==> src/csp_ram.sv <==
// ----------------------------------------------------------------------------
// csp_ram: generic single-port-write, single-port-read ram
// one write and one registered read per cycle
// ----------------------------------------------------------------------------
module csp_ram #(
  parameter int WIDTH = 8,
  parameter int DEPTH = 64,
  parameter int AW    = (DEPTH > 1) ? $clog2(DEPTH) : 1
) (
  input  logic             clk,
  input  logic             we,
  input  logic [AW-1:0]    waddr,
  input  logic [WIDTH-1:0] wdata,
  input  logic             re,
  input  logic [AW-1:0]    raddr,
  output logic [WIDTH-1:0] rdata
);

  logic [WIDTH-1:0] mem [DEPTH];
  logic [WIDTH-1:0] rdata_r;

  // write port
  always_ff @(posedge clk) begin
    if (we) begin
      mem[waddr] <= wdata;
    end
  end

  // registered read port
  always_ff @(posedge clk) begin
    if (re) begin
      rdata_r <= mem[raddr];
    end
  end

  assign rdata = rdata_r;

endmodule

==> config.mk <==
export PLATFORM = sky130hd
export DESIGN_NAME = csp_ram
export DESIGN_NICKNAME = d
export VERILOG_FILES = /design/src/csp_ram.sv
export SDC_FILE = /design/constraint.sdc
export NUM_CORES = 1
export LEC_CHECK = 0
export ABC_AREA = 0
export BUFFER_PORTS_ARGS = -buffer_cell sky130_fd_sc_hd__buf_2
export CORE_MARGIN = 2
export CORE_UTILIZATION = 44
export DETAILED_ROUTE_END_ITERATION = 8
export GPL_TIMING_DRIVEN = 0
export PLACE_DENSITY = 0.6
export SLEW_MARGIN = 20
export SYNTH_ARGS = -nofsm -noshare
export SYNTH_HDL_FRONTEND = slang
export SYNTH_SLANG_ARGS = --single-unit
==> constraint.sdc <==
create_clock -name clk -period 4.1 [get_ports clk]
set_clock_uncertainty 0.2 [all_clocks]
set_input_delay 0.205 -clock clk [delete_from_list [all_inputs] [get_ports clk]]
set_output_delay 0.205 -clock clk [all_outputs]
set_load 0.01 [all_outputs]
=== Word level (Yosys, flattened, before mapping) ===
Memory sizes are Yosys's and may differ from the RTL's. A register that Yosys moved wholly into a read port is not among the register bits.
Index checks and enable logic that the tools add are counted.
W data, S select, Z words.

* RAM bits: 512
* Bits of input ports: 23
* Memories: 1
* Logic and storage cells: 3
* Register bits after elaboration: 0

{| class="wikitable"
|+ Memories
! memory !! words !! bits a word !! read ports !! clocked after Yosys merged registers in !! wr ports !! RTL line !! RTL
|-
| mem || 64 || 8 || 1 || 1 || 1 || 19 || <nowiki>logic [WIDTH-1:0] mem [DEPTH];</nowiki>
|}

* Mux-type cells: 2

{| class="wikitable"
|+ Operators with widths
! cell !! number
|-
| $mux W1 || 2
|}

=== Depth between registers and ports, before layout ===
* Depth in word-level cells: 2
* Mapped depth: 9
* Gate-level depth less buffers: 5

=== Worst setup path after synthesis ===
No wires, ideal clock.

* Path type: input -> register
* Start point: input port raddr[1]
* End point: register rdata_r[3], in the netlist rdata[3] (read register of mem) (data pin)
* Data required time: 3.634 ns
* Library setup time: 0.266 ns
* Arrival time: 1.745 ns
* Stages on the path: 7
* Slack: 1.889 ns
* Cell sequence: buf_4 > buf_2 > buf_2 > mux4_2 > mux4_2 > o21ai_1 > o41ai_1

{| class="wikitable"
|+ RTL lines
! item !! RTL line !! RTL
|-
| from (decl) || 15 || <nowiki>input logic [AW-1:0] raddr,</nowiki>
|-
| to (decl) || 20 || <nowiki>logic [WIDTH-1:0] rdata_r;</nowiki>
|}

==> results_dict.tcl <==
set metrics [dict create \
    ff_latch_area_um2 15600 \
    die_area_um2 47700 \
    worstReg2RegStart "mem[21][4]" \
    synth_area_um2 20200 \
    max-cap-violations 0 \
    critPathArrivalTime_ns 2.91 \
    nFillCells 3654 \
    cts_htree_levels 2 \
    setup_ws_ns 1.27 \
    root_buffer "clkbuf_16" \
    cp.required_ns 4.18 \
    total_leakage_power_nw 6.99 \
    antenna_left 0 \
    hold_viol_final 27 \
    peakVddDrop_mv 0.281 \
    yosysSeqAreaShare_pct 77.1 \
    dr.pass1.iters 5 \
    tns_ns 0 \
    route.detailed.drc 0 \
    drive_gt1_share_pct 24.8 \
    pwr-share-clk_pct 39.7 \
    final_nets 1043 \
    ys_seq_elements 520 \
    numCtsBuffers 52 \
    whs_path_depth 1 \
    internal_power_w 0.00847 \
    yosys.area.top_type "edfxtp_1" \
    cts_max_path_buffers 3 \
    worst_r2r_endpoint "rdata[4]" \
    vias_per_cell 5.93 \
    power.switching_w 0.00230 \
    die_w_um 219 \
    switching_share_pct 21.4 \
    totalWireLength_um 48800 \
    area_delta_synth_final_pct 12.0 \
    end_kind "flop" \
    cts.sinks 520 \
    outcome "complete, but fails checks" \
    dieHeight_um 219 \
    hp-start "wdata[3]" \
    initialDrtViolationCount 1160 \
    startpoint "raddr[1]" \
    ff2ff_setup_slack_ns 1.59 \
    finalSetupViolations 0 \
    critPathKind "in2reg" \
    cp-start-kind "input pin" \
    multi_input_area_um2 4330 \
    row_count 78 \
    synth_top_area_share_pct 77.1 \
    wl_per_cell_um 29.4 \
    worst_slew_margin_rel_pct 29.0 \
    grt_usage_pct 20.9 \
    min_path_type "in2reg" \
    portBuffers 22 \
    maxSlewViolCount 0 \
    timing.fmax_ghz 0.353 \
    grt_pass1_wl_um 69500 \
    yosysMostFrequentCell "edfxtp_1" \
    fin_hold_ws_ns -0.0245 \
    synth_cell_types 39 \
    synthCells 940 \
    min_period_ns 2.83 \
    combPwrFrac_pct 5.5 \
    num_io_pins 31 \
    syn_area_per_cell_um2 21.5 \
    min_to "mem[51][3]" \
    fin_util_pct 50.0 \
    antenna_found_initial 2 \
    seqPwrFrac_pct 54.8 \
    grt.overflow.total 0 \
    worst_pin_slew_ns 1.07 \
    routed-via-count 9833 \
    synth-async-reset-ratio_pct 0 \
    place_congestion 0.895 \
    cts_tree "yes" \
    crit_fanout 10 \
    grt_max_degree 65 \
    yosys_warnings 0 \
    reg2regPathDepth 5 \
    clkLatencyLatePin_ns 0.59 \
    clk_pin_slew_ns 0.06 \
    grt_pass1_vias 9747 \
    synth_common_cells "edfxtp_1 (520), mux4_2 (126), nor2_1 (83)" \
    start_util_pct 44.6 \
    violations "negative hold slack" \
    hpwl_um 31000 \
    finalCritPeriodShare_pct 69.0 \
    synth.net_count 963 \
    synth_edf_count 520 \
    rsz0062_at_grt "no" \
    core_um2 45400 \
    synthFlopType "edfxtp_1" \
    powerDensity_nw_per_um2 475 \
    dp_slack_ns 0.702 \
    synthTopCellsByArea "edfxtp_1 (77%), mux4_2 (14%), nor2_1 (1.5%), mux2i_1 (1.1%), mux2_2 (0.72%)" \
]
## routing by layer
| metal | GRT usage (%) | up-vias | wire length (um) | share of wire (%) |
|---|---|---|---|---|
| li1 | - | 4093 | - | - |
| met1 | 30.4 | 5252 | 20700 | 42 |
| met2 | 32.5 | 419 | 23100 | 47 |
| met3 | 4.15 | 65 | 4010 | 8.2 |
| met4 | 5.42 | 4 | 959 | 2.0 |
| met5 | 0 | - | 28 | 0.057 |
## worst max-delay path, cell delays in order
cell,delay [ns]
buf_4,0.19
buf_2,0.36
buf_1,0.79
nand2_1,0.34
o221ai_1,0.31
nor2_1,0.13
nor3_1,0.33
o32ai_1,0.22
## state kept, by name (all words and copies together) (netlist names)
signal	count
mem	512
rdata	8
## worst max path at each step
stage / cells after the start / end
global placement: 9 / rdata[3]
global route: 8 / rdata[4]
finish: 8 / rdata[4]
CTS: 7 / rdata[7]
detailed placement: 7 / rdata[7]
floorplan: 7 / rdata[3]
## kinds of logic after synthesis
| kind of cell | count (synthesis) | synth area share, % |
|---|---|---|
| flops | 520 | 77.1 |
| mux | 162 | 15.9 |
| simple gates | 153 | 3.37 |
| compound gates | 54 | 2.06 |
| buf+inv | 51 | 1.56 |
## power groups by stage
stage                     logic (W)  registers [W]  clock network [W]
after floorplan            0.000314        0.00602                  0
after global placement     0.000576        0.00602                  0
after detailed placement   0.000588        0.00602                  0
after CTS                  0.000591        0.00591            0.00434
after global routing       0.000624        0.00591            0.00455
final                      0.000590        0.00591            0.00427
## final cells by class
cell class,count,share of cell area (%)
diodes,1,0.0110
well taps,600,3.31
clock inverters,22,0.463
plain buffers,51,1.40
flip-flops and latches,520,68.9
repair buffers,26,0.783
clock buffers,69,6.11
multi-input cells,369,19.1
## repair_timing
item,in CTS,in global routing
setup buffers,0,0
resized for setup,0,0
hold buffers,3,0
hold endpoints to repair,30,0
## through the flow
step	instance area [um^2]	instances	hold slack (ns)	total power, W
after floorplan	20200	940	0.104	0.00633
after detailed placement	21100	1563	0.416	0.00661
after global placement	21100	1562	0.416	0.00659
final	22700	1658	-0.0245	0.0108
after CTS	22700	1657	0.000502	0.0108
after global routing	22700	1657	0.00235	0.0111
## placed cells by master, fill, tap and decap left out, types with 3 or more instances in the layout
cell	n
buf_6	4
nor3_1	5
buf_1	4
buf_12	3
clkinv_2	11
a211oi_1	4
o2111ai_1	3
a21oi_1	3
nand2b_1	7
clkbuf_1	33
nor2_1	83
buf_4	20
o221ai_1	8
nand2_1	19
nor2b_1	14
clkbuf_16	53
o22ai_1	8
dlygate4sd3_1	3
nand3b_1	3
o2bb2ai_1	3
clkinv_1	9
nand3_1	13
mux4_2	126
buf_2	26
mux2i_1	23
a221oi_1	6
a22oi_1	3
mux2_2	13
edfxtp_1	520
No activity file was read; power rests on OpenSTA's default activity.
