## config.mk

```make
export PLATFORM = sky130hd
export DESIGN_NAME = csp_div
export DESIGN_NICKNAME = d
export VERILOG_FILES = /design/src/csp_pkg.sv /design/src/csp_div.sv
export SDC_FILE = /design/constraint.sdc
export NUM_CORES = 1
export LEC_CHECK = 0
export ABC_AREA = 1
export BUFFER_PORTS_ARGS = -buffer_cell sky130_fd_sc_hd__buf_4
export CAP_MARGIN = 10
export CORE_UTILIZATION = 23
export DETAILED_ROUTE_END_ITERATION = 16
export HOLD_SLACK_MARGIN = 0.06
export SYNTH_ARGS = -nofsm -noshare
export SYNTH_HDL_FRONTEND = slang
export SYNTH_SLANG_ARGS = --single-unit
export TNS_END_PERCENT = 50
```

## constraint.sdc

```tcl
create_clock -name clk -period 1.85 [get_ports clk]
set_input_delay 0.37 -clock clk [delete_from_list [all_inputs] [get_ports clk]]
set_output_delay 0.37 -clock clk [all_outputs]
set_load 0.01 [all_outputs]
```

## src/csp_pkg.sv

```systemverilog
// ----------------------------------------------------------------------------
// csp_pkg: shared types and constants of the command sequence player
// field widths, command kinds, player state codes, register indexes and the
// widths of the delay scaling divider
// ----------------------------------------------------------------------------
package csp_pkg;

  // payload field widths
  localparam int KIND_W   = 3;
  localparam int LIDX_W   = 6;
  localparam int FRAME_W  = 56;
  localparam int DELAY_W  = 16;
  localparam int LOOP_W   = 16;
  localparam int PSTATE_W = 3;

  // configuration register widths and indexes
  localparam int CFG_IDX_W  = 2;
  localparam int CFG_DATA_W = 16;
  localparam int COUNT_W    = 7;
  localparam int SPEED_W    = 13;

  localparam logic [CFG_IDX_W-1:0] CFG_STEP_COUNT   = 2'd0;
  localparam logic [CFG_IDX_W-1:0] CFG_REPEAT_LIMIT = 2'd1;
  localparam logic [CFG_IDX_W-1:0] CFG_SPEED_Q8     = 2'd2;

  // command kinds
  localparam logic [KIND_W-1:0] K_TICK   = 3'd0;
  localparam logic [KIND_W-1:0] K_START  = 3'd1;
  localparam logic [KIND_W-1:0] K_PAUSE  = 3'd2;
  localparam logic [KIND_W-1:0] K_RESUME = 3'd3;
  localparam logic [KIND_W-1:0] K_STOP   = 3'd4;
  localparam logic [KIND_W-1:0] K_STEP   = 3'd5;
  localparam logic [KIND_W-1:0] K_LOAD   = 3'd6;

  // player state codes as reported
  localparam logic [PSTATE_W-1:0] ST_IDLE      = 3'd0;
  localparam logic [PSTATE_W-1:0] ST_PLAYING   = 3'd1;
  localparam logic [PSTATE_W-1:0] ST_PAUSED    = 3'd2;
  localparam logic [PSTATE_W-1:0] ST_STOPPED   = 3'd3;
  localparam logic [PSTATE_W-1:0] ST_COMPLETED = 3'd4;

  // speed clamp, q8 units
  localparam logic [SPEED_W-1:0] SPEED_MIN = 13'd13;
  localparam logic [SPEED_W-1:0] SPEED_MAX = 13'd5120;

  // delay scaling divider: (delay << 8) / speed
  localparam int DVD_W  = DELAY_W + 8;
  localparam int DSR_W  = SPEED_W;
  localparam int WAIT_W = 21;

endpackage

```

## src/csp_div.sv

```systemverilog
// ----------------------------------------------------------------------------
// csp_div: serial restoring divider for delay scaling
// one quotient bit per cycle, quotient held until the next start
// ----------------------------------------------------------------------------
module csp_div (
  input  logic                       clk,
  input  logic                       rst_n,
  input  logic                       start,
  input  logic [csp_pkg::DVD_W-1:0]  dividend,
  input  logic [csp_pkg::DSR_W-1:0]  divisor,
  output logic                       done,
  output logic [csp_pkg::DVD_W-1:0]  quotient
);
  import csp_pkg::*;

  localparam int CNT_W = $clog2(DVD_W);
  localparam logic [CNT_W-1:0] LAST = CNT_W'(DVD_W - 1);

  logic             busy_r, busy_nxt;
  logic             done_r, done_nxt;
  logic [CNT_W-1:0] cnt_r, cnt_nxt;
  logic [DVD_W-1:0] quo_r, quo_nxt;
  logic [DSR_W-1:0] rem_r, rem_nxt;
  logic [DSR_W-1:0] dsr_r, dsr_nxt;

  logic [DSR_W:0]   trial;
  logic [DSR_W:0]   diff;
  logic             fits;

  // one trial subtraction per cycle
  always_comb begin
    trial = {rem_r, quo_r[DVD_W-1]};
    diff  = trial - {1'b0, dsr_r};
    fits  = (trial >= {1'b0, dsr_r});
  end

  // control and datapath next values
  always_comb begin
    busy_nxt = busy_r;
    done_nxt = 1'b0;
    cnt_nxt  = cnt_r;
    quo_nxt  = quo_r;
    rem_nxt  = rem_r;
    dsr_nxt  = dsr_r;
    if (start && !busy_r) begin
      busy_nxt = 1'b1;
      cnt_nxt  = '0;
      quo_nxt  = dividend;
      rem_nxt  = '0;
      dsr_nxt  = divisor;
    end else if (busy_r) begin
      cnt_nxt = cnt_r + 1'b1;
      quo_nxt = {quo_r[DVD_W-2:0], fits};
      rem_nxt = fits ? diff[DSR_W-1:0] : trial[DSR_W-1:0];
      if (cnt_r == LAST) begin
        busy_nxt = 1'b0;
        done_nxt = 1'b1;
      end
    end
  end

  // control registers
  always_ff @(posedge clk) begin
    if (!rst_n) begin
      busy_r <= 1'b0;
      done_r <= 1'b0;
      cnt_r  <= '0;
    end else begin
      busy_r <= busy_nxt;
      done_r <= done_nxt;
      cnt_r  <= cnt_nxt;
    end
  end

  // datapath registers
  always_ff @(posedge clk) begin
    quo_r <= quo_nxt;
    rem_r <= rem_nxt;
    dsr_r <= dsr_nxt;
  end

  assign done     = done_r;
  assign quotient = quo_r;

endmodule

```

## After elaboration in Yosys (flattened, before gate mapping)

Cells that the tools add are included.

| storage, ports and cells | value |
|---|---|
| register bits | 57 |
| input port bits | 40 |
| output and inout bits | 25 |
| word-level logic and storage cells | 24 |

| cells by class | value |
|---|---|
| add/sub/neg operators | 2 |
| $lt $le $gt $ge | 1 |
| equal/unequal tests | 1 |
| multiplexer cells | 7 |
| bitwise logic cells | 2 |
| reduce and logical (&&, ||, !) cells | 5 |

Operators with widths:

| cell | count |
|---|---|
| $mux W24 | 2 |
| $ge A14 B13 Y1 | 1 |
| $mux W13 | 1 |
| $sub A13 B13 Y13 | 1 |
| $add A5 B1 Y5 const B | 1 |
| $eq A5 B5 Y1 const B | 1 |
| $mux W1 | 4 |
| $reduce_or A3 Y1 | 1 |
| $not A1 Y1 | 2 |
| $reduce_bool A2 Y1 | 1 |
| $reduce_or A2 Y1 | 1 |
| $logic_and A1 B1 Y1 | 1 |
| $logic_not A1 Y1 | 1 |

## Logic depth before layout (Yosys ltp)

Gate-level depths: netlist (run 1).

| logic depth | value |
|---|---|
| depth after elaboration | 4 |
| mapped depth | 14 |
| depth with buffers taken out | 14 |

## Worst setup path before layout (run 1)

OpenSTA, ideal clock, no wires.

| path | value |
|---|---|
| kind | reg-to-reg |
| from | reg quo_r[23] (netlist: quotient[23]) |
| to | reg quo_r[0] (netlist: quotient[0]) (data pin) |
| library setup time | 0.253 ns |
| arrival | 1.814 ns |
| data required time | 1.597 ns |
| setup slack | -0.218 ns |
| cell stages (with the launch flop) | 14 |
| buffers on the path | 1 |
| clock period less this slack | 2.068 ns |
| cells stage by stage | edfxtp_1 inv_1 ha_1 inv_1 fa_1 nand2_1 nand2_1 nand3_1 nand2_1 nand2_2 nand3_4 buf_8 nand2_1 nand2_1 |

| on the way | value |
|---|---|
| word-level cells in the longest chain between the ends | 3 |

RTL lines:

| item | RTL line | RTL |
|---|---|---|
| from (decl) | csp_div.sv:22 | `logic [DVD_W-1:0] quo_r, quo_nxt;` |
| from (signal assigned) | csp_div.sv:77 | `quo_r <= quo_nxt;` |
| $ge A14 B13 Y1 | csp_div.sv:34 | `fits = (trial >= {1'b0, dsr_r});` |
| $mux W24 | csp_div.sv:51 | `end else if (busy_r) begin` |
| $mux W24 | csp_div.sv:45 | `if (start && !busy_r) begin` |
| named net quo_nxt[0] | csp_div.sv:22 |  |

The timed path passes the listed nets, and every way through them passes these cells. The select of a mux whose other input is x is not followed.
A chain may end at the register's enable or synchronous reset.

## Final worst setup path (run 1)

| path | value |
|---|---|
| from | reg quo_r[23] (netlist: quotient[23]) |
| to | reg rem_r[7] |

| on the way | value |
|---|---|
| word-level cells in the longest chain between the ends | 2 |
| elaborated cells on any way between the ends | 3 |
| those cells by class | 1 x add/sub; 1 x order compare; 1 x mux |

RTL lines:

| item | RTL line | RTL |
|---|---|---|
| $sub A13 B13 Y13 or $ge A14 B13 Y1 (tied branches) | csp_div.sv:33, csp_div.sv:34 |  |
| $mux W13 (*) | csp_div.sv:54 | `rem_nxt = fits ? diff[DSR_W-1:0] : trial[DSR_W-1:0];` |
| to (signal assigned) | csp_div.sv:78 | `rem_r <= rem_nxt;` |
| to (decl) | csp_div.sv:23 | `logic [DSR_W-1:0] rem_r, rem_nxt;` |

Every way passes the cells marked *; elsewhere a longest branch is shown, timed or not.

==> metrics, run 1 <==
clk root buf clkbuf_16; Vias per Instance about 4.1; Fmax achieved between 500 and 600 MHz; Die Wd 121.2 um; reg2reg end rem_r[7]$_SDFFE_PP0P_; #FFs+latches synth 57; relative slew slack 0.8217; Row Count 43; Initial DRC Count 135; RR Startpoint quotient[23]$_DFFE_PP_; worst reg2reg path depth 14; average routed wire per standard cell 11.37 um; PortBufs between 60 and 70; Hold Crit Depth 1; Crit Path Max Fanout 8; fin crit period 1.934 ns; area of placed instances just over 4000 um^2; crit path DAT 2.20 ns; failing checks setup timing; sequential fraction of the synthesis area 0.4623; YS warnings 0; min-delay src divisor[9]; largest net degree at the start of global routing 21; H-tree Lvls 3; Post-Syn Area per Cell between 7 and 8 um^2; clk slew on worst S/H paths around 0.050 ns; post-synth net total between 400 and 500; DP HPWL 5821 um; crit path launch quotient[23]$_DFFE_PP_; max cap viols 0; GRT overflow 0; pwr/cell area 1101 nW/um^2; via count roughly 2,900; CTS buffer count 9; Die Y-Extent 121.2 um; total negative setup slack -0.9154 ns; drt drc 0; global-route wire length before repair ~14,000 um; Non-Filler Instances approximately 710; layout cell share with drive strength beyond 1 0.2860; nature of the critical path endpoint flip-flop; Placed Cells roughly 690; CTS tree built; final hold vios 0; number of synthesized flops with an enable pin 37; met3 Usage GRT 0.02726; final worst path period share 1.045; synthesis-to-finish area growth 38.69%; deepest clock path buffer count 2; status finished with violations; commonest non-fill, non-tap cell in the layout nand2_1; initial antenna violation count 0; clk_skew just over 0.008 ns; gr busiest metal met2; most frequent cells in the layout 162 x nand2_1, 93 x buf_4, 67 x inv_1; vias in the first global route 2,975; leakage power 2.282 nW; core area approximately 14,000 um^2; final net count approximately 580; asr flop ratio synth 0; startpoint class of the critical path flip-flop; gr usage total 0.1200; grt met1 use 0.1486; IO Pins 65; Slew Limit Fails 0; cell count after synthesis between 400 and 500; CP Data Required Time 2.11 ns; GP Congestion roughly 0.84; total iterations of the first detailed-routing run 5; CTS sink cnt 57; ANT cells 0; type of the worst min-delay path primary input to flip-flop; critical path class flip-flop to flip-flop; dpl ws -0.1236 ns; DRT Wirelength 8050 um; Final ANT Viol Nets 0; final std cell area, no fill around 4500 um^2; GR Util met2 0.1961; RSZ-0062 raised after global routing true; PnR worst setup slack -0.08364 ns; count of different cell masters after synthesis 29; worst slew pin tran between 0.2 and 0.3 ns; Clk Latency, worst-skew pair ~0.33 ns; hold-fix buffers at CTS 0; r2r setup slk -0.08 ns; Initial Util 0.2355; Die ar. between 10,000 and 15,000 um^2; hold worst-path end dsr_r[9]$_DFFE_PP_; final setup vio count 14; peak supply drop roughly 0.00044 V; Main synth FF type edfxtp_1; Synth Cell Area 3269 um^2
[metrics by stage]
step,hold slack (ns),power [mW],utilization
global route,0.2123,5.354,0.3267
detailed placement,0.4645,3.335,0.2975
floorplan,0.4449,2.769,-
global placement,0.4604,3.315,0.2975
finish,0.2191,4.992,0.3267
CTS,0.2104,4.890,0.3188
[metal layers]
layer	vias to the layer above	routed length, um
li1	1538	-
met1	1317	3689
met2	72	3927
met3	8	344
met4	0	89
met5	-	0
[final cells by class]
cell class                      count  area, um^2
Clock inverter                      4       21.27
Timing Repair Buffer               98       754.5
Clock buffer                       12       236.5
Fill cell                        1448        9346
Multi-Input combinational cell    284        1511
Tap cell                          180       225.2
Sequential cell                    57        1511
Inverter                           73       274.0
[cells in the mapped netlist (6+ instances only)]
library cell	n	area [um^2]
a21oi_1	9	45.04
clkbuf_1	6	22.52
dfxtp_1	20	400.4
edfxtp_1	37	1111
ha_1	14	175.2
inv_1	68	255.2
nand2_1	169	634.4
nand3_1	24	120.1
nand4_1	16	100.1
nor2_1	14	52.55
[worst max path at each step]
stage / to / cells past startpoint
global route: rem_r[8]$_SDFFE_PP0P_ / 15
CTS: rem_r[8]$_SDFFE_PP0P_ / 14
finish: rem_r[7]$_SDFFE_PP0P_ / 14
detailed placement: rem_r[12]$_SDFFE_PP0P_ / 14
global placement: rem_r[10]$_SDFFE_PP0P_ / 14
floorplan: quotient[0]$_DFFE_PP_ / 13
[where the power goes]
| part | internal (mW) | total [mW] | switching, mW | leakage, nW |
|---|---|---|---|---|
| sequential | 1.56 | 1.68 | 0.119 | 0.533 |
| clock | 0.896 | 1.47 | 0.570 | 0.124 |
| combinational | 0.812 | 1.85 | 1.04 | 1.62 |
| total | 3.27 | 4.99 | 1.72 | 2.28 |
[state kept, by name, indices dropped and copies added, names as in the netlist]
signal	count
busy_r	1
done	1
quotient	24
dsr_r	13
rem_r	13
cnt_r	5
[logic make-up (layout without fill, tap and decap cells)]
| logic type | after synthesis | after routing | synth area share |
|---|---|---|---|
| compound gates | 19 | 19 | 0.03291 |
| xor+xnor | 5 | 5 | 0.01340 |
| fa+ha+maj | 15 | 15 | 0.05970 |
| buf+inv | 84 | 187 | 0.1014 |
| flops | 57 | 57 | 0.4623 |
| simple gates | 245 | 245 | 0.3303 |
[critical path, cell delays in order (launching register included)]
cell      delay [ns]
edfxtp_1        0.38
inv_1           0.07
ha_2            0.16
inv_2           0.04
fa_2            0.37
nand2_1         0.07
nand2_1         0.06
nand3_2         0.06
nand2_2         0.07
nand2_4         0.08
nand3_4         0.15
buf_6           0.18
nand2_2         0.06
nand3_1         0.05
o21ai_1         0.07
[timing repair]
| item | CTS | global route |
|---|---|---|
| pin swaps | 2 | 15 |
| gates resized for setup | 3 | 29 |
| endpoints found under the hold margin | 0 | 0 |
| endpoints found under the setup margin | 14 | 14 |
| setup buffers | 4 | 2 |
(Power assumes the default switching activity.)
==> run 2: changes to the inputs <==
--- a/config.mk
+++ b/config.mk
@@ -8,9 +8,11 @@
 export ABC_AREA = 1
 export BUFFER_PORTS_ARGS = -buffer_cell sky130_fd_sc_hd__buf_4
 export CAP_MARGIN = 10
-export CORE_UTILIZATION = 23
+export CORE_UTILIZATION = 50
 export DETAILED_ROUTE_END_ITERATION = 16
 export HOLD_SLACK_MARGIN = 0.06
+export PLACE_DENSITY = 0.76
+export REMOVE_ABC_BUFFERS = 1
 export SYNTH_ARGS = -nofsm -noshare
 export SYNTH_HDL_FRONTEND = slang
 export SYNTH_SLANG_ARGS = --single-unit
==> run 2 against run 1 <==
Compared with the run above: the run still ends with setup timing left; maximum frequency down 2.9%; register-to-register slack worse by 0.06 ns; first-iteration DRC count up 72%; largest cell class is now multi-input combinational cells.
==> metrics, run 2 (same netlist as run 1, synthesis figures left out) <==
Seq pwr share 0.351 (+0.015); peak supply drop 0.0005685 V (+29%); DP HPWL 5352 um (-8.1%); reg2reg end rem_r[6]$_SDFFE_PP0P_; relative slew slack 0.7592 (-0.06250); PnR Total Power 4.782 mW (-4.2%); PortBufs 64 (unchanged); max cap viols 0 (unchanged); RR Startpoint quotient[23]$_DFFE_PP_; P_int 3.104 mW (-5.0%); via count 3,093 (+5.4%); CP Data Required Time 2.13 ns (+0.02 ns); initial antenna violation count 0 (unchanged); ANT cells 0 (unchanged); clk_skew 0.01229 ns (+0.004187 ns); Initial DRC Count 232 (+72%); vias in the first global route 3,103 (+4.3%); Crit Path Max Fanout 8 (unchanged); commonest non-fill, non-tap cell in the layout nand2_1; clk root buf clkbuf_8; Gate power share 0.367 (-0.003); most frequent cells in the layout 165 x nand2_1, 86 x buf_4, 67 x inv_1; largest net degree at the start of global routing 33 (+57%); Initial Util 0.5178 (+0.2823); critical path class flip-flop to flip-flop; drt drc 0 (unchanged); CTS buffer count 9 (unchanged); type of the worst min-delay path primary input to flip-flop; max reg flops 24 (unchanged); DRT Wirelength 8155 um (+1.3%); worst reg2reg path depth 14 (unchanged); core area 6314 um^2 (-55%); clk slew on worst S/H paths 0.07 ns (+0.02 ns); CTS sink cnt 57 (unchanged); final hold vios 0 (unchanged); hold-fix buffers at CTS 0 (unchanged); pwr/cell area 1096 nW/um^2 (-0.45%); min-delay src divisor[2]; worst slew pin tran 0.3607 ns (+0.09325 ns); status finished with violations; nature of the critical path endpoint flip-flop; Fmax achieved 502.1 MHz (-2.9%); final std cell area, no fill 4363 um^2 (-3.8%); r2r setup slk -0.14 ns (-0.06 ns); Fillers 507 (-65%); startpoint class of the critical path flip-flop; crit path DAT 2.27 ns (+0.07 ns); gr usage total 0.2459 (+0.1259); Die Y-Extent 82.86 um (-32%); total negative setup slack -1.569 ns (-0.6538 ns); Hold Crit Depth 1 (unchanged); fin crit period 1.991 ns (+0.05781 ns); hold worst-path end dsr_r[2]$_DFFE_PP_; CTS tree built; layout cell share with drive strength beyond 1 0.2715 (-0.01447); leakage power 2.273 nW (-0.39%); Row Count 29 (-33%); Die ar. 6866 um^2 (-53%); total iterations of the first detailed-routing run 4 (-1); GP Congestion 0.8956 (+6.3%); final net count 573 (-0.87%); Die Wd 82.86 um (-32%); RSZ-0062 raised after global routing true; Placed Cells 578 (-16%); area of placed instances 3974 um^2 (-3.8%); synthesis-to-finish area growth 33.45%; Final ANT Viol Nets 0 (unchanged); sw frac 0.3510 (+0.005564); Clk Latency, worst-skew pair 0.34 ns (about the same); failing checks setup timing; IO Pins 65 (unchanged); hold_ws 0.2040 ns (-0.01505 ns); Vias per Instance 5.155 (+24%); Clock power frac 0.282 (-0.012); H-tree Lvls 3 (unchanged); Psw 1.678 mW (-2.7%); GRT overflow 0 (unchanged); Non-Filler Instances 600 (-15%); Slew Limit Fails 0 (unchanged); global-route wire length before repair 13,590 um (-1.0%); average routed wire per standard cell 13.59 um (+20%); PnR worst setup slack -0.1414 ns (-0.05781 ns); final setup vio count 14 (unchanged); deepest clock path buffer count 2 (unchanged); final worst path period share 1.076 (+0.03125)
run 2: cell types whose count changed in the layout (fill, tap and decap cells not counted), moves of 2 or more:
cell and delta:
nand2_1 +3, o21ai_0 +2, clkbuf_8 +11, buf_12 +2
clkbuf_1 -3, nand3_1 +5, bufinv_16 +2, nand2_2 -2
nand3_4 +3, buf_4 -7, o21ai_1 -3, clkbuf_16 -9
nand3_2 -6, buf_6 -4
run 2: area by class of cell:
cell class,instances,area [um^2],share of cell area
Multi-Input combinational cell,286,1513,0.3467
Sequential cell,57,1511,0.3464
Timing Repair Buffer,91,739.5,0.1695
Inverter,73,274.0,0.06280
Clock buffer,11,151.4,0.03470
Tap cell,77,96.34,0.02208
Clock inverter,5,77.57,0.01778
run 2: critical path: stages, from the launching register on:
cell,delay (ns)
edfxtp_1,0.38
inv_1,0.07
ha_2,0.16
inv_2,0.04
fa_2,0.34
nand2_1,0.07
nand2_1,0.07
nand3_2,0.08
nand2_2,0.08
nand2_4,0.12
buf_6,0.12
nand3_4,0.14
nand2_1,0.12
nand3_1,0.07
nand2_1,0.07
run 2: how the worst max path moves through the flow:
stage	slack, ns	from	to	cells after the start
after floorplan	-0.78	busy_r$_SDFF_PN0_	cnt_r[3]$_SDFFE_PP0P_	4
after global placement	-0.11	quotient[23]$_DFFE_PP_	rem_r[9]$_SDFFE_PP0P_	14
after detailed placement	-0.21	quotient[23]$_DFFE_PP_	rem_r[9]$_SDFFE_PP0P_	14
after CTS	-0.13	quotient[23]$_DFFE_PP_	rem_r[6]$_SDFFE_PP0P_	14
after global routing	-0.28	quotient[23]$_DFFE_PP_	rem_r[5]$_SDFFE_PP0P_	14
final	-0.14	quotient[23]$_DFFE_PP_	rem_r[6]$_SDFFE_PP0P_	14
run 2: per-layer routing:
layer / up-vias / track usage / routed length (um)
li1: 1533 / - / -
met1: 1404 / 0.2951 / 3463
met2: 130 / 0.4143 / 3848
met3: 26 / 0.06958 / 600
met4: 0 / 0.1019 / 243
met5: - / 0 / 0
run 2: power groups by stage:
| stage | clock (mW) | combinational (mW) | sequential [mW] |
|---|---|---|---|
| detailed placement | 0 | 1.60 | 1.69 |
| global route | 1.41 | 1.97 | 1.69 |
| floorplan | 0 | 1.01 | 1.71 |
| finish | 1.35 | 1.76 | 1.68 |
| CTS | 1.37 | 1.67 | 1.67 |
| global placement | 0 | 1.56 | 1.69 |
run 2: per-stage QoR:
stage | worst slack (ns) | utilization
4_1_cts | -0.1252 | 0.6835
3_3_place_gp | -0.1133 | 0.6294
2_1_floorplan | -0.7821 | -
6_report | -0.1414 | 0.6910
5_1_grt | -0.2762 | 0.6910
3_5_place_dp | -0.2066 | 0.6294
run 2: repair_timing:
item,CTS,global route
cloned,3,0
buffers inserted,3,0
pin swaps,5,10
hold endpoints to repair,0,0
setup endpoints to repair,14,14
resized for setup,9,14
==> run 3: changes to the inputs <==
--- a/config.mk
+++ b/config.mk
@@ -8,10 +8,10 @@
 export ABC_AREA = 1
 export BUFFER_PORTS_ARGS = -buffer_cell sky130_fd_sc_hd__buf_4
 export CAP_MARGIN = 10
-export CORE_UTILIZATION = 50
+export CORE_UTILIZATION = 60
 export DETAILED_ROUTE_END_ITERATION = 16
 export HOLD_SLACK_MARGIN = 0.06
-export PLACE_DENSITY = 0.76
+export PLACE_DENSITY = 0.86
 export REMOVE_ABC_BUFFERS = 1
 export SYNTH_ARGS = -nofsm -noshare
 export SYNTH_HDL_FRONTEND = slang
==> constraint.sdc (replaced) <==
create_clock -name clk -period 2.4 [get_ports clk]
set_input_delay 0.48 -clock clk [delete_from_list [all_inputs] [get_ports clk]]
set_output_delay 0.48 -clock clk [all_outputs]
set_load 0.01 [all_outputs]
==> run 3 against run 2 <==
Compared with the run above: the flow now finishes without violations; first-iteration DRC count shrank 18%; count of clock-buffer cells in the layout grew 1; non-clock buffer count shrank 21; highest routed layer unchanged.
==> metrics, run 3 (same netlist as run 1, synthesis figures left out) <==
status completed; core area 5172 um^2 (-18%); clk slew on worst S/H paths 0.06 ns (about the same); synthesis-to-finish area growth 25.26%; Clk Latency, worst-skew pair 0.34 ns (about the same); Die Wd 75.82 um (-8.5%); met3 Usage GRT 0.09127 (+0.02169); reg2reg end rem_r[0]$_SDFFE_PP0P_; hold-fix buffers at CTS 0 (unchanged); dpl ws 0.2043 ns (+0.4109 ns); fin crit period 2.212 ns (+0.2209 ns); type of the worst min-delay path primary input to flip-flop; critical path class flip-flop to flip-flop; GRT overflow 0 (unchanged); IO Pins 65 (unchanged); max cap viols 0 (unchanged); Slew Limit Fails 0 (unchanged); global-route wire length before repair 11,760 um (-14%); deepest clock path buffer count 2 (unchanged); total negative setup slack 0 ns (+1.569 ns); peak supply drop 0.0006552 V (+15%); final net count 551 (-3.8%); most frequent cells in the layout 169 x nand2_1, 69 x buf_4, 68 x inv_1; PortBufs 64 (unchanged); min-delay src divisor[0]; Initial DRC Count 190 (-18%); largest net degree at the start of global routing 38 (+15%); worst slew pin tran 0.7899 ns (+0.4292 ns); sw frac 0.3346 (-0.01632); Clock power frac 0.305 (+0.023); relative slew slack 0.4727 (-0.2865); Psw 1.191 mW (-29%); CTS resizes 0 (-9); pwr/cell area 869.2 nW/um^2 (-21%); Fmax achieved 452.0 MHz (-10%); Placed Cells 554 (-4.2%); initial antenna violation count 0 (unchanged); GR Util met2 0.4543 (+0.03997); commonest non-fill, non-tap cell in the layout nand2_1; P_int 2.368 mW (-24%); post-layout util 0.7917 (+0.1007); r2r setup slk 0.19 ns (+0.33 ns); average routed wire per standard cell 12.75 um (-6.2%); worst reg2reg path depth 12 (-2); Die ar. 5748 um^2 (-16%); RSZ-0062 raised after global routing false; clk root buf clkbuf_8; vias in the first global route 2,707 (-13%); via count 2,960 (-4.3%); Initial Util 0.6321 (+0.1142); drt drc 0 (unchanged); ANT cells 0 (unchanged); Row Count 26 (-10%); CTS tree built; clk_skew 0.007047 ns (-0.005244 ns); CTS sink cnt 57 (unchanged); CTS buffer count 9 (unchanged); final worst path period share 0.9218 (-0.1547); RR Startpoint quotient[23]$_DFFE_PP_; H-tree Lvls 3 (unchanged); DRT Wirelength 7282 um (-11%); DP HPWL 5029 um (-6.0%); gr usage total 0.2810 (+0.03511); GP Congestion 0.9091 (+1.5%); total iterations of the first detailed-routing run 5 (+1); Gate power share 0.331 (-0.036); Final ANT Viol Nets 0 (unchanged); Seq pwr share 0.364 (+0.013); Fillers 348 (-31%); final hold vios 0 (unchanged); Non-Filler Instances 571 (-4.8%); gr busiest metal met2; hold worst-path end dsr_r[0]$_DFFE_PP_; leakage power 2.125 nW (-6.5%); layout cell share with drive strength beyond 1 0.2116 (-0.05993); Vias per Instance 5.184 (+0.56%); nature of the critical path endpoint flip-flop; CP Data Required Time 2.62 ns (+0.49 ns); Die Y-Extent 75.82 um (-8.5%); grt met1 use 0.3427 (+0.04766); crit path DAT 2.44 ns (+0.17 ns); PnR worst setup slack 0.1877 ns (+0.3291 ns); final setup vio count 0 (-14); startpoint class of the critical path flip-flop; Hold Crit Depth 1 (unchanged); Crit Path Max Fanout 8 (unchanged); max reg flops 24 (unchanged)
[run 3: layout make-up]
cell class | count | area, um^2 | share of cell area
clock inverter | 4 | 70.07 | 0.01711
clock buffer | 12 | 177.7 | 0.04339
inverter | 73 | 274.0 | 0.06691
sequential | 57 | 1511 | 0.3691
multi-input combinational | 285 | 1436 | 0.3507
timing repair buffer | 70 | 538.0 | 0.1314
tap | 70 | 87.58 | 0.02139
[run 3: repair_timing]
item	in CTS	in global routing
setup buffers	0	0
endpoints found under the setup margin	0	1
endpoints found under the hold margin	0	0
[run 3: routing by layer]
layer / routed length, um / vias up / part of all wire
li1: - / 1488 / -
met1: 3163 / 1341 / 0.43
met2: 3421 / 112 / 0.47
met3: 491 / 19 / 0.067
met4: 206 / 0 / 0.028
met5: 0 / - / 0
[run 3: metrics by stage]
| step | power [mW] | hold slack [ns] | area [um^2] |
|---|---|---|---|
| floorplan | 2.098 | 0.4449 | 3212 |
| global placement | 2.414 | 0.4563 | 3837 |
| detailed placement | 2.454 | 0.4624 | 3837 |
| CTS | 3.556 | 0.3023 | 4085 |
| global route | 3.778 | 0.2939 | 4095 |
| finish | 3.560 | 0.3168 | 4095 |
[run 3: worst max-delay path by stage]
stage | startpoint | endpoint | slack, ns | cells after the start
6_report | quotient[23]$_DFFE_PP_ | rem_r[0]$_SDFFE_PP0P_ | 0.19 | 12
5_1_grt | quotient[23]$_DFFE_PP_ | rem_r[7]$_SDFFE_PP0P_ | 0.02 | 13
4_1_cts | quotient[23]$_DFFE_PP_ | quotient[0]$_DFFE_PP_ | 0.16 | 12
3_5_place_dp | quotient[23]$_DFFE_PP_ | quotient[0]$_DFFE_PP_ | 0.20 | 12
3_3_place_gp | quotient[23]$_DFFE_PP_ | quotient[0]$_DFFE_PP_ | 0.31 | 12
2_1_floorplan | busy_r$_SDFF_PN0_ | cnt_r[3]$_SDFFE_PP0P_ | -0.23 | 4
[run 3: worst max-delay path, stage by stage (launching register included)]
cell,delay (ns)
edfxtp_1,0.42
inv_1,0.08
ha_1,0.14
inv_1,0.08
fa_1,0.45
nand2_1,0.10
nand2_1,0.05
nand3_1,0.06
nand2_1,0.09
nand2_2,0.12
nand3_2,0.25
nor2_1,0.17
o21ai_0,0.09
[run 3: power groups by stage]
stage               clock [mW]  combinational, mW  sequential (mW)
floorplan                    0              0.779             1.32
global placement             0               1.11             1.31
detailed placement           0               1.15             1.31
CTS                       1.10               1.16             1.29
global route              1.14               1.32             1.31
finish                    1.09               1.18             1.30
